<file path="config.mk">
export PLATFORM = sky130hd
export DESIGN_NAME = wesm_div
export DESIGN_NICKNAME = d
export VERILOG_FILES = /design/src/hdl/wesm_pkg.sv /design/src/hdl/wesm_div.sv
export SDC_FILE = /design/constraint.sdc
export NUM_CORES = 1
export LEC_CHECK = 0
export BUFFER_PORTS_ARGS = -buffer_cell sky130_fd_sc_hd__buf_2
export CORE_MARGIN = 4
export CORE_UTILIZATION = 55
export DETAILED_ROUTE_END_ITERATION = 8
export PLACE_DENSITY = 0.82
export SETUP_SLACK_MARGIN = 0.15
export SKIP_CTS_REPAIR_TIMING = 1
export SLEW_MARGIN = 15
export SYNTH_ARGS = -nofsm -noshare
export SYNTH_HDL_FRONTEND = slang
export SYNTH_SLANG_ARGS = --single-unit
export TNS_END_PERCENT = 30
</file>
<file path="constraint.sdc">
create_clock -name clk_i -period 3.9 [get_ports clk_i]
set_input_delay 0.585 -clock clk_i [delete_from_list [all_inputs] [get_ports clk_i]]
set_output_delay 0.585 -clock clk_i [all_outputs]
set_load 0.01 [all_outputs]
</file>
<file path="src/hdl/wesm_pkg.sv">
// Package for the window energy segment merger: beat types, codes, widths.
// No dependencies; used by every module of the block.
`default_nettype none

package wesm_pkg;

  localparam int unsigned HIST_DEPTH_DEF  = 4096;
  localparam int unsigned MAX_WINDOWS_DEF = 64;
  localparam int unsigned SAMPLE_BITS_DEF = 16;

  // shared divider and root unit widths
  localparam int unsigned DIV_NW  = 64;
  localparam int unsigned DIV_DW  = 33;
  localparam int unsigned SQRT_W  = 64;

  typedef enum logic [1:0] {
    CMD_PUSH    = 2'd0,
    CMD_ANALYSE = 2'd1,
    CMD_MERGE   = 2'd2,
    CMD_CLEAR   = 2'd3
  } cmd_e;

  typedef enum logic [1:0] {
    ST_OK    = 2'd0,
    ST_SKIP  = 2'd1,
    ST_FULL  = 2'd2,
    ST_EMPTY = 2'd3
  } status_e;

  typedef enum logic {
    REG_WINDOW_WIDTH    = 1'b0,
    REG_THRESHOLD_SCALE = 1'b1
  } reg_idx_e;

  typedef struct packed {
    cmd_e               cmd;
    logic signed [15:0] sample_re;
    logic signed [15:0] sample_im;
    logic [31:0]        centre;
  } in_t;

  typedef struct packed {
    status_e     status;
    logic [31:0] seg_start;
    logic [31:0] seg_end;
    logic [23:0] seg_mean;
    logic        last;
  } out_t;

endpackage

`default_nettype wire

</file>
<file path="src/hdl/wesm_div.sv">
// Restoring divider, one quotient bit per cycle, shared by analyse and merge.
// Depends on wesm_pkg for its widths.
`default_nettype none

module wesm_div (
  input  wire logic                        clk_i,
  input  wire logic                        rst_ni,
  input  wire logic                        start_i,
  input  wire logic [wesm_pkg::DIV_NW-1:0] dividend_i,
  input  wire logic [wesm_pkg::DIV_DW-1:0] divisor_i,
  output logic                             done_o,
  output logic [wesm_pkg::DIV_NW-1:0]      quotient_o
);
  import wesm_pkg::*;

  localparam int unsigned CW = $clog2(DIV_NW);

  logic              busy_q, busy_d, done_q, done_d;
  logic [CW-1:0]     cnt_q, cnt_d;
  logic [DIV_DW-1:0] rem_q, rem_d, dvs_q, dvs_d;
  logic [DIV_NW-1:0] quo_q, quo_d;
  logic [DIV_DW:0]   sh;
  logic              ge;

  assign sh = {rem_q, quo_q[DIV_NW-1]};
  assign ge = sh >= {1'b0, dvs_q};

  always_comb begin
    busy_d = busy_q;
    cnt_d  = cnt_q;
    rem_d  = rem_q;
    quo_d  = quo_q;
    dvs_d  = dvs_q;
    done_d = 1'b0;
    if (start_i) begin
      busy_d = 1'b1;
      cnt_d  = '0;
      rem_d  = '0;
      quo_d  = dividend_i;
      dvs_d  = divisor_i;
    end else if (busy_q) begin
      rem_d = ge ? DIV_DW'(sh - {1'b0, dvs_q}) : sh[DIV_DW-1:0];
      quo_d = {quo_q[DIV_NW-2:0], ge};
      cnt_d = CW'(cnt_q + 1'b1);
      if (cnt_q == CW'(DIV_NW - 1)) begin
        busy_d = 1'b0;
        done_d = 1'b1;
      end
    end
  end

  always_ff @(posedge clk_i or negedge rst_ni) begin
    if (!rst_ni) begin
      busy_q <= 1'b0;
      done_q <= 1'b0;
    end else begin
      busy_q <= busy_d;
      done_q <= done_d;
    end
  end

  always_ff @(posedge clk_i) begin
    cnt_q <= cnt_d;
    rem_q <= rem_d;
    quo_q <= quo_d;
    dvs_q <= dvs_d;
  end

  assign done_o     = done_q;
  assign quotient_o = quo_q;

endmodule

`default_nettype wire

</file>
==> impl_metrics.ini <==
[outcome]
outcome = complete, no violations

[placed_design]
gp_congestion = 0.844
io_buffers = 164
hpwl_um = 13300
placed_cell_area_um2 = 8590

[clock_network]
cts_max_level = 4
insertion_delay_ns = 0.43
cts_made_buffers = 17
cts_root_buf = clkbuf_16
numClockSinks = 138
cts_tree = yes
clkTransAtPathRegs_ns = 0.06
clk_path_buf_depth = 2

[floorplan]
core_region_area_um2 = 13500
placementRows = 42
start_util = 0.572
dieArea_um2 = 15900
die_h_um = 126
top_level_ports = 165
die_x_um = 126

[logic_synthesis]
yosys_warnings = 0
ys_seq_elements = 138
ys_types = 90
syn-cell-area_um2 = 7690
syn-mean-instance-area_um2 = 11.1
syn_inst = 691
seq_area_frac_synth = 0.487
synth_ff_type = edfxtp_1
synth-async-reset-ratio = 0.0145
synthesis.nets = 826
synth_edf_count = 97

[sta]
drv_slew = 0
hold_viol_final = 0
rsz0062_at_grt = false
skew_ns = 0.00945
tightest_slew_ns = 0.710
setup_tns_ns = 0
clock.fmax_ghz = 0.328
relSlewSlack = 0.515
fin_crit_ns = 3.05
finalCritPeriodShare = 0.782
setup_viol = 0

[worst_setup_path]
cp_slowest_cell = a2111oi_0
path_delay_family = compound AO/OA/AOI/OAI gates
worstPathCellList = inv_1 -> ha_1 -> inv_1 -> fa_1 -> a21oi_1 -> o21a_1 -> o21ai_0 -> a2111oi_0 -> nor2_1 -> xnor2_1 -> nand2_1 -> a311oi_1
crit_top_cell = inv_1
worstPathRequired_ns = 4.24
worst-r2r-setup-slack_ns = 0.85
path_buf_inv = 2
end_kind = flip-flop
crit_fanout = 3
crit_path_start_kind = flip-flop
crit_type = flip-flop to flip-flop
slowest_delay_ns = 0.71
r2r_cells = 12
path_depth = 12
crit_arrival_ns = 3.39

[route]
vias_per_cell = 5.75
drc = 0
drt-total-wl_um = 18600
detail-route-antenna-nets = 0
via_count = 5973
first_pass_iters = 6
drt_iter0_markers = 503
wl_per_cell_um = 18.0

[final_layout]
area_growth_syn_to_layout_pct = 19.4
drive_gt1_frac = 0.354
finalInstanceArea_um2 = 9190
layout.nets = 983

[power]
swShare = 0.364
peakVddDrop_v = 0.000371
power.internal_w = 0.00381
cellPowerDensity_nw_per_um2 = 653
switchingPower_w = 0.00219
pwr-share-comb = 0.395
clockPowerShare = 0.265
p_seq_frac = 0.339
power_leakage_nw = 3.93

[run]
drv_cap = 0

[global_routing]
grt_max_degree = 95
track_usage = 0.238
antenna_found_initial = 0
grt_pass1_wl_um = 30100
overflow = 0
grt_pass1_vias = 5914

[worst_hold_path]
hp-class = input port to flip-flop
hold_path_depth = 1
per-layer routing:
metal,track usage,up-vias,share of wire
li1,-,2885,-
met5,0,-,0
met1,0.302,2815,0.42
met3,0.0876,35,0.095
met2,0.377,238,0.47
met4,0.0845,0,0.021
registers in the layout (all words and copies together) (netlist names):
signal      count
quotient_o     64
dvs_q          33
rem_q          33
cnt_q           6
busy_q          1
done_o          1
power by group through the flow:
stage               logic, W  clock network [W]  registers [W]
finish               0.00237            0.00159        0.00204
global route         0.00263            0.00169        0.00207
floorplan            0.00189                  0        0.00204
detailed placement   0.00234                  0        0.00205
global placement     0.00230                  0        0.00205
CTS                  0.00235            0.00162        0.00203
cells in the final DEF, fill, tap and decap left out, drive strengths merged, types with 6 or more instances in the layout:
cell type	n
nor3	9
xnor2	11
clkinv	6
a311oi	23
a21oi	40
a211oi	8
clkbuf	19
ha	34
nand4	7
dfxtp	39
a31oi	7
a21o	12
xor2	7
and3	7
buf	171
edfxtp	97
mux2	66
o21ai	32
nor2	52
nand2b	6
nand2	64
nand3	13
inv	51
metrics by stage:
step / power, W / hold slack (ns) / setup WS [ns] / util / cells
6_report: 0.00600 / 0.330 / 0.851 / 0.683 / 1038
5_1_grt: 0.00639 / 0.310 / 0.604 / 0.683 / 1037
4_1_cts: 0.00600 / -0.0813 / 0.875 / 0.682 / 1036
3_5_place_dp: 0.00439 / 0.373 / 0.901 / 0.639 / 1004
3_3_place_gp: 0.00435 / 0.370 / 1.01 / 0.639 / 1004
2_1_floorplan: 0.00394 / 0.289 / 1.06 / - / 691
synth_stat cells (8+ instances only):
library cell  number  share of area
inv_1             48          0.023
mux2_2            65          0.095
o21ai_0           16          0.010
edfxtp_1          97           0.38
ha_1              34          0.055
nor2_1            50          0.024
a21oi_1           38          0.025
o21ai_1           12         0.0078
dfxtp_1           39           0.10
nand2_1           63          0.031
a21o_1            11          0.011
nor3_1             8         0.0052
a311oi_1          13          0.015
nand3_1           13         0.0085
a311oi_2           9          0.018
xnor2_1           11          0.013
clkbuf_1          14         0.0068
area by class of cell:
class,count,area [um^2]
well taps,176,220
inverters,49,184
flip-flops and latches,138,3740
repair buffers,172,911
fillers,1038,4270
diodes,1,2.50
multi-input cells,470,3550
clock inverters,13,145
clock buffers,19,433
worst reg2reg max path: cells and delay by family (launching register included):
| family | cells | cell delay [ns] |
|---|---|---|
| simple gates | 2 | 0.21 |
| compound gates | 5 | 1.49 |
| fa+ha+maj | 2 | 0.54 |
| xor+xnor | 1 | 0.19 |
| buf+inv | 2 | 0.13 |
| flops | 1 | 0.40 |
worst paths after layout:
check / startpoint / endpoint
worst max-delay path: quotient_o[63] / rem_q[10]
worst min-delay path: divisor_i[20] / dvs_q[20]
worst max register to register: quotient_o[63] / rem_q[10]
worst min register to register: rem_q[24] / rem_q[25]
max in group asynchronous: rst_ni / done_o
min in group asynchronous: rst_ni / busy_q
kinds of logic after synthesis:
logic type | Yosys count | synth area share
compound gates | 170 | 0.171
simple gates | 178 | 0.110
fa+ha+maj | 35 | 0.0579
mux | 69 | 0.100
xor+xnor | 18 | 0.0205
flops | 138 | 0.487
buf+inv | 83 | 0.0530
Power figures use the tool's default switching activity.
