`src/hdl/wesm_pkg.sv`:
```
// Package for the window energy segment merger: beat types, codes, widths.
// No dependencies; used by every module of the block.
`default_nettype none

package wesm_pkg;

  localparam int unsigned HIST_DEPTH_DEF  = 4096;
  localparam int unsigned MAX_WINDOWS_DEF = 64;
  localparam int unsigned SAMPLE_BITS_DEF = 16;

  // shared divider and root unit widths
  localparam int unsigned DIV_NW  = 64;
  localparam int unsigned DIV_DW  = 33;
  localparam int unsigned SQRT_W  = 64;

  typedef enum logic [1:0] {
    CMD_PUSH    = 2'd0,
    CMD_ANALYSE = 2'd1,
    CMD_MERGE   = 2'd2,
    CMD_CLEAR   = 2'd3
  } cmd_e;

  typedef enum logic [1:0] {
    ST_OK    = 2'd0,
    ST_SKIP  = 2'd1,
    ST_FULL  = 2'd2,
    ST_EMPTY = 2'd3
  } status_e;

  typedef enum logic {
    REG_WINDOW_WIDTH    = 1'b0,
    REG_THRESHOLD_SCALE = 1'b1
  } reg_idx_e;

  typedef struct packed {
    cmd_e               cmd;
    logic signed [15:0] sample_re;
    logic signed [15:0] sample_im;
    logic [31:0]        centre;
  } in_t;

  typedef struct packed {
    status_e     status;
    logic [31:0] seg_start;
    logic [31:0] seg_end;
    logic [23:0] seg_mean;
    logic        last;
  } out_t;

endpackage

`default_nettype wire

```
`src/hdl/wesm_sqrt.sv`:
```
// Integer square root, two radicand bits per cycle.
// Depends on wesm_pkg for its width.
`default_nettype none

module wesm_sqrt (
  input  wire logic                        clk_i,
  input  wire logic                        rst_ni,
  input  wire logic                        start_i,
  input  wire logic [wesm_pkg::SQRT_W-1:0] radicand_i,
  output logic                             done_o,
  output logic [wesm_pkg::SQRT_W/2-1:0]    root_o
);
  import wesm_pkg::*;

  localparam int unsigned CW = $clog2(SQRT_W / 2);

  logic              busy_q, busy_d, done_q, done_d;
  logic [CW-1:0]     cnt_q, cnt_d;
  logic [SQRT_W-1:0] n_q, n_d, r_q, r_d, bit_q, bit_d, trial;

  assign trial = r_q + bit_q;

  always_comb begin
    busy_d = busy_q;
    cnt_d  = cnt_q;
    n_d    = n_q;
    r_d    = r_q;
    bit_d  = bit_q;
    done_d = 1'b0;
    if (start_i) begin
      busy_d = 1'b1;
      cnt_d  = '0;
      n_d    = radicand_i;
      r_d    = '0;
      bit_d  = SQRT_W'(1) << (SQRT_W - 2);
    end else if (busy_q) begin
      if (n_q >= trial) begin
        n_d = n_q - trial;
        r_d = (r_q >> 1) + bit_q;
      end else begin
        r_d = r_q >> 1;
      end
      bit_d = bit_q >> 2;
      cnt_d = CW'(cnt_q + 1'b1);
      if (cnt_q == CW'(SQRT_W / 2 - 1)) begin
        busy_d = 1'b0;
        done_d = 1'b1;
      end
    end
  end

  always_ff @(posedge clk_i or negedge rst_ni) begin
    if (!rst_ni) begin
      busy_q <= 1'b0;
      done_q <= 1'b0;
    end else begin
      busy_q <= busy_d;
      done_q <= done_d;
    end
  end

  always_ff @(posedge clk_i) begin
    cnt_q <= cnt_d;
    n_q   <= n_d;
    r_q   <= r_d;
    bit_q <= bit_d;
  end

  assign done_o = done_q;
  assign root_o = r_q[SQRT_W/2-1:0];

endmodule

`default_nettype wire

```
`config.mk`:
```
export PLATFORM = sky130hd
export DESIGN_NAME = wesm_sqrt
export DESIGN_NICKNAME = d
export VERILOG_FILES = /design/src/hdl/wesm_pkg.sv /design/src/hdl/wesm_sqrt.sv
export SDC_FILE = /design/constraint.sdc
export NUM_CORES = 1
export LEC_CHECK = 0
export ABC_AREA = 1
export BUFFER_PORTS_ARGS = -buffer_cell sky130_fd_sc_hd__buf_2
export CORE_ASPECT_RATIO = 2
export CORE_MARGIN = 2
export CORE_UTILIZATION = 45
export CTS_BUF_LIST = sky130_fd_sc_hd__clkbuf_4 sky130_fd_sc_hd__clkbuf_8
export CTS_CLUSTER_SIZE = 24
export DETAILED_ROUTE_END_ITERATION = 7
export PLACE_DENSITY = 0.58
export SLEW_MARGIN = 40
export SYNTH_ARGS = -nofsm -noshare
export SYNTH_HDL_FRONTEND = slang
export SYNTH_SLANG_ARGS = --single-unit
```
`constraint.sdc`:
```
create_clock -name clk_i -period 5.8 [get_ports clk_i]
set_input_delay 0.58 -clock clk_i [delete_from_list [all_inputs] [get_ports clk_i]]
set_output_delay 0.58 -clock clk_i [all_outputs]
set_load 0.02 [all_outputs]
```
==> results of run 1 <==
-- state kept, by name, summed over array words and instances, names as in the netlist --
register / count
done_o: 1
cnt_q: 5
busy_q: 1
n_q: 64
bit_q: 32
r_q: 64
-- worst max-delay path, cell delays in order, from the launching register on --
cell	delay, ns
dfxtp_1	0.39
ha_1	0.37
nand2_1	0.14
o21ai_0	0.38
nand2_1	0.16
o21ai_0	0.47
a31oi_1	0.29
nand3_1	0.54
a21oi_1	0.17
xor2_1	0.20
ha_1	0.40
nand2_1	0.12
nor2_1	0.27
nand2_1	0.19
nor2_1	0.24
a21oi_4	0.11
nand2_4	0.09
nand2_2	0.07
nand2_4	0.35
buf_12	0.20
-- layout make-up --
class / instances / area [um^2] / share of cell area, %
Antenna cell: 1 / 2.502 / 0.01155
Clock buffer: 17 / 234.0 / 1.080
Clock inverter: 15 / 195.2 / 0.9008
Inverter: 496 / 1862 / 8.593
Multi-Input combinational cell: 2818 / 13790 / 63.67
Sequential cell: 167 / 3998 / 18.45
Tap cell: 560 / 700.7 / 3.234
Timing Repair Buffer: 137 / 880.8 / 4.065
-- through the flow --
stage	std cells	setup slack (ns)
2_1_floorplan	3600	0.8078
3_3_place_gp	4177	0.4453
3_5_place_dp	4177	0.4319
4_1_cts	4210	0.3977
5_1_grt	4211	0.06515
6_report	4211	0.3551
-- what timing repair did --
action / 4_1_cts / 5_1_grt
hold buffers: 1 / 0
buffers inserted: 0 / 0
resized for setup: 0 / 1
endpoints found under the hold margin: 2 / 0
setup endpoints to repair: 0 / 56
-- layer usage --
metal	wire length, um	track usage [%]	vias up
met5	0	0	-
met4	11660	40.87	0
met3	5087	5.787	385
met2	47700	72.55	975
met1	30440	37.46	10910
li1	-	-	11530
-- cells by family (layout without fill, tap and decap cells) --
logic type	Yosys count	in the layout
buffers and inverters	615	665
flip-flops	167	167
other	0	1
XOR/XNOR	100	100
AO/OA/AOI/OAI	472	472
AND/OR/NAND/NOR	2113	2113
adder cells (fa/ha/maj)	133	133
-- placed cells by master (no fill, tap or decap), types with 3 or more instances in the layout --
| master | netlist | routed |
|---|---|---|
| nor3_1 | 42 | 42 |
| buf_4 | 32 | 29 |
| a211oi_1 | 5 | 5 |
| xnor2_1 | 53 | 53 |
| nand3_1 | 296 | 296 |
| dfxtp_1 | 101 | 101 |
| edfxtp_1 | 64 | 64 |
| buf_2 | 29 | 98 |
| inv_2 | 6 | 7 |
| o211ai_1 | 6 | 6 |
| a21oi_1 | 217 | 217 |
| a31oi_1 | 15 | 15 |
| a21o_1 | 12 | 12 |
| buf_12 | 0 | 7 |
| and2_1 | 3 | 3 |
| o21ai_0 | 165 | 164 |
| nand2_2 | 7 | 7 |
| o21a_1 | 5 | 5 |
| nor2_2 | 9 | 9 |
| o21bai_1 | 21 | 21 |
| a21oi_2 | 7 | 7 |
| a21boi_0 | 3 | 3 |
| o21ai_1 | 12 | 13 |
| xor2_1 | 47 | 47 |
| or2_2 | 14 | 14 |
| nor4_1 | 7 | 7 |
| nand2_1 | 1213 | 1212 |
| nand3b_1 | 31 | 31 |
| inv_6 | 0 | 6 |
| nor2_1 | 454 | 454 |
| nand4_1 | 32 | 32 |
| inv_8 | 0 | 4 |
| inv_1 | 490 | 489 |
| clkbuf_8 | 0 | 17 |
| ha_1 | 132 | 132 |
-- power groups by stage --
stage | registers, mW | logic [mW] | clock network (mW)
after floorplan | 1.98 | 5.40 | 0
after detailed placement | 2.19 | 7.48 | 0
after global routing | 2.22 | 8.45 | 1.05
after global placement | 2.17 | 7.41 | 0
after CTS | 2.16 | 7.52 | 1.00
final | 2.18 | 7.70 | 0.999
-- final timing paths --
path                                   startpoint                   to  cells past startpoint
min reg2reg                   r_q[0]$_SDFFE_PP0P_  r_q[0]$_SDFFE_PP0P_                      2
max in group asynchronous                  rst_ni     busy_q$_DFF_PN0_                      2
min in group asynchronous                  rst_ni     done_o$_DFF_PN0_                      2
max                        bit_q[26]$_SDFFE_PP0P_     n_q[1]$_DFFE_PP_                     19
max reg2reg                bit_q[26]$_SDFFE_PP0P_     n_q[1]$_DFFE_PP_                     19
min                                radicand_i[34]    n_q[34]$_DFFE_PP_                      3
==> impl_metrics.env, run 1 <==
export IMPL_maxSlewHeadroom_pct=39.58
export IMPL_ant_nets=0
export IMPL_syn_area_um2=20320
export IMPL_synthAdderAreaFrac_pct=8.226
export IMPL_placementRows=110
export IMPL_yosysTopAreaCellShare_pct=22.41
export IMPL_period_needed_ns=5.445
export IMPL_synth_compound_area_share_pct=12.59
export IMPL_synth_area_leaders="nand2_1 22%, dfxtp_1 10%, edfxtp_1 9.5%"
export IMPL_die_x_um=154.3
export IMPL_synth_edf_count=64
export IMPL_worstPathMaxFanout=17
export IMPL_ios=100
export IMPL_synth_top_family_by_area="simple AND/OR/NAND/NOR gates"
export IMPL_reg2reg_setup_slack_ns=0.36
export IMPL_syn_to_final_growth_pct=6.625
export IMPL_clock_latency_ns=0.57
export IMPL_place_area_um2=21220
export IMPL_syn_inst=3600
export IMPL_yosys_area_share_simple_pct=42.72
export IMPL_cts_buffers=17
export IMPL_period_share_pct=93.88
export IMPL_fin_nets=3837
export IMPL_drt_iter0_drc=1910
export IMPL_drive_above_1_share_pct=6.000
export IMPL_synthDistinctLibCells=45
export IMPL_critPathArrivalTime_ns=5.72
export IMPL_grt_overflow_total=0
export IMPL_grt_use_total_pct=40.27
export IMPL_p_int_mw=4.684
export IMPL_p_sw_share_pct=56.98
export IMPL_cts_sinks=167
export IMPL_core_area_um2=44870
export IMPL_cts_tree="built"
export IMPL_synth_seq_area_share_pct=19.65
export IMPL_holdWs_ns=0.2906
export IMPL_fp_dieH_um=304.5
export IMPL_worstSetupStartpointType="flop"
export IMPL_crit_required_ns=6.07
export IMPL_clockBufferDepth=2
export IMPL_yosysTopAreaCell="nand2_1"
export IMPL_drtPass1Iterations=7
export IMPL_place_hpwl_mm=76.45
export IMPL_synth_xor_area_share_pct=4.310
export IMPL_status="completed"
export IMPL_wirelength_mm=94.89
export IMPL_clock_skew_ns=0.03412
export IMPL_tns_ns=0
export IMPL_routed_via_density=5.652
export IMPL_grt_pass1_wl_mm=140.2
export IMPL_synth_nets=3800
export IMPL_start_util_pct=45.29
export IMPL_rsz0062_at_grt="false"
export IMPL_port_buffer_count=99
export IMPL_tightest_slew_ns=0.9029
export IMPL_powerDensity_nw_per_um2=502.5
export IMPL_seqPwrFrac_pct=20.1
export IMPL_drc=0
export IMPL_worstSetupPathType="flop to flop"
export IMPL_fmax_mhz=183.7
export IMPL_antenna_found_initial=2
export IMPL_min_path_type="input port to flop"
export IMPL_gp_congestion=1.168
export IMPL_syn_area_per_cell_um2=5.645
export IMPL_clkTransAtPathRegs_ns=0.11
export IMPL_ys_ff_latch=167
export IMPL_synthFlopType="dfxtp_1"
export IMPL_cap_violations=0
export IMPL_grt_pass1_vias=24020
export IMPL_hold_violations=0
export IMPL_ys_warn_count=0
export IMPL_htree_levels=4
export IMPL_clock_power_share_pct=9.2
export IMPL_p_sw_mw=6.203
export IMPL_cts_root_buf="clkbuf_8"
export IMPL_synth_async_reset_ratio_pct=1.198
export IMPL_vias=23800
export IMPL_p_leak_nw=10.05
export IMPL_yosysMostFrequentCell="nand2_1"
export IMPL_stdcell_area_um2=21670
export IMPL_ys_top_cells_by_count="1,213 x nand2_1, 490 x inv_1, 454 x nor2_1"
export IMPL_setup_violations=0
export IMPL_muxShareOfSynthArea_pct=0
export IMPL_final_core_util_pct=48.29
export IMPL_final_max_slew_viol_count=0
export IMPL_total_power_mw=10.89
export IMPL_combPwrFrac_pct=70.8
export IMPL_wl_per_cell_um=22.53
export IMPL_die_area_um2=46980
export IMPL_peakVddDrop_mv=0.3606
export IMPL_fill_cells=5004
export IMPL_endpoint_kind="flop"
export IMPL_grt_max_degree=99
No activity file was read; power rests on OpenSTA's default activity.
==> run 2: changes to the inputs <==
==> constraint.sdc (replaced) <==
create_clock -name clk_i -period 5.8 [get_ports clk_i]
set_input_delay 0.29 -clock clk_i [delete_from_list [all_inputs] [get_ports clk_i]]
set_output_delay 0.29 -clock clk_i [all_outputs]
set_load 0.02 [all_outputs]
==> impl_metrics.env, run 2 (synthesized netlist as in run 1, its figures left out) <==
export IMPL_r2r_cells=20
export IMPL_ios=100
export IMPL_port_buffer_count=99
export IMPL_fp_dieH_um=304.5
export IMPL_endpoint="n_q[54]$_DFFE_PP_"
export IMPL_tns_ns=0
export IMPL_fmax_mhz=183.4
export IMPL_cts_tree="built"
export IMPL_tightest_slew_ns=0.8764
export IMPL_fin_nets=3842
export IMPL_vias=23770
export IMPL_routed_via_density=5.639
export IMPL_wl_per_cell_um=22.52
export IMPL_clockBufferDepth=2
export IMPL_cts_setup_buffers=0
export IMPL_clkTransAtPathRegs_ns=0.13
export IMPL_total_power_mw=10.88
export IMPL_gp_congestion=1.168
export IMPL_critPathArrivalTime_ns=5.74
export IMPL_period_needed_ns=5.452
export IMPL_rsz0062_at_grt="false"
export IMPL_antenna_found_initial=1
export IMPL_period_share_pct=94.00
export IMPL_holdWs_ns=0.02300
export IMPL_drt_iter0_drc=1833
export IMPL_maxSlewHeadroom_pct=41.36
export IMPL_grt_overflow_total=0
export IMPL_clock_latency_ns=0.55
export IMPL_cts_sinks=167
export IMPL_grt_max_degree=99
export IMPL_worstSetupPathType="flop to flop"
export IMPL_placementRows=110
export IMPL_peakVddDrop_mv=0.3572
export IMPL_fill_cells=4997
export IMPL_drive_above_1_share_pct=6.019
export IMPL_die_area_um2=46980
export IMPL_cts_root_buf="clkbuf_8"
export IMPL_drtPass1Iterations=6
export IMPL_grt_pass1_vias=24030
export IMPL_r2r_start="r_q[10]$_SDFFE_PP0P_"
export IMPL_grt_use_total_pct=40.31
export IMPL_worstReg2RegEnd="n_q[54]$_DFFE_PP_"
export IMPL_drc=0
export IMPL_largestRegisters="n_q x64, r_q x64, bit_q x32"
export IMPL_grt_pass1_wl_mm=140.3
export IMPL_place_hpwl_mm=76.45
export IMPL_cap_violations=0
export IMPL_cts_buffers=17
export IMPL_reg2reg_setup_slack_ns=0.35
export IMPL_endpoint_kind="flop"
export IMPL_min_path_type="input port to flop"
export IMPL_die_x_um=154.3
export IMPL_worstSetupStartpointType="flop"
export IMPL_clock_skew_ns=0.02855
export IMPL_start_util_pct=45.29
export IMPL_wirelength_mm=94.93
export IMPL_setup_violations=0
export IMPL_core_area_um2=44870
export IMPL_final_cell_mix="1,212 x nand2_1, 489 x inv_1, 454 x nor2_1, 296 x nand3_1, 217 x a21oi_1"
export IMPL_p_leak_nw=10.07
export IMPL_ant_nets=0
export IMPL_syn_to_final_growth_pct=6.896
export IMPL_status="completed"
export IMPL_crit_required_ns=6.08
export IMPL_powerDensity_nw_per_um2=501.1
export IMPL_hold_violations=0
export IMPL_layout_commonest_cell="nand2_1"
export IMPL_htree_levels=4
export IMPL_final_max_slew_viol_count=0
export IMPL_worstPathMaxFanout=10
export IMPL_cp_startpoint="r_q[10]$_SDFFE_PP0P_"
-- run 2: changes by cell type in the layout (fill, tap and decap cells not counted), sizes merged --
cell         delta
dlygate4sd3     +5
-- run 2: area by class of cell --
type                    count  area, um^2  area share [%]
clock buffers              17       234.0           1.077
repair buffers            142       930.9           4.285
multi-input cells        2818       13800           63.53
well taps                 560       700.7           3.226
flip-flops and latches    167        3998           18.40
diodes                      1       2.502         0.01152
clock inverters            15       195.2          0.8986
inverters                 496        1862           8.571
-- run 2: timing repair --
action,CTS,global route
hold buffers,6,0
resized for setup,0,1
endpoints found under the hold margin,7,0
setup endpoints to repair,0,56
-- run 2: where the power goes --
group          switching [mW]  leakage (nW)  internal, mW
clock network           0.585         0.220         0.408
logic                    5.18          8.33          2.53
registers               0.431          1.51          1.75
-- run 2: metal layers --
layer	share of wire (%)	global-route usage, %	vias up
li1	-	-	11540
met2	50	72.80	961
met4	12	40.35	0
met1	32	37.72	10890
met3	5.1	5.560	381
met5	0	0	-
-- run 2: worst min path at each step --
| stage | end | start | slack (ns) | cells past startpoint |
|---|---|---|---|---|
| 5_1_grt | n_q[45]$_DFFE_PP_ | radicand_i[45] | 0.02 | 3 |
| 3_5_place_dp | done_o$_DFF_PN0_ | rst_ni | 0.08 | 1 |
| 4_1_cts | n_q[12]$_DFFE_PP_ | radicand_i[12] | 0.0004 | 3 |
| 2_1_floorplan | busy_q$_DFF_PN0_ | rst_ni | -0.006 | 0 |
| 6_report | n_q[55]$_DFFE_PP_ | radicand_i[55] | 0.02 | 3 |
| 3_3_place_gp | done_o$_DFF_PN0_ | rst_ni | 0.08 | 1 |
-- run 2: through the flow --
stage | worst slack [ns] | area, um^2 | instances | utilization [%]
6_report | 0.3482 | 21720 | 4216 | 48.41
5_1_grt | 0.07474 | 21720 | 4216 | 48.41
4_1_cts | 0.3977 | 21710 | 4215 | 48.38
3_5_place_dp | 0.4319 | 21220 | 4177 | 47.29
3_3_place_gp | 0.4453 | 21210 | 4177 | 47.27
2_1_floorplan | 0.8078 | 20320 | 3600 | -
-- run 2: critical path: stages, from the launching register on --
cell      delay, ns
dfxtp_1        0.45
ha_1           0.44
nand2_1        0.09
o21ai_1        0.33
nor2_1         0.07
nand2_1        0.07
o21ai_0        0.19
o21ai_1        0.51
nand2_1        0.13
a31oi_1        0.19
xor2_1         0.30
ha_1           0.36
a21oi_1        0.24
o21ai_0        0.17
a21oi_1        0.28
a21boi_0       0.63
nor2_1         0.16
nor2_1         0.25
nand3_1        0.11
nand3_1        0.12
nand2_1        0.08
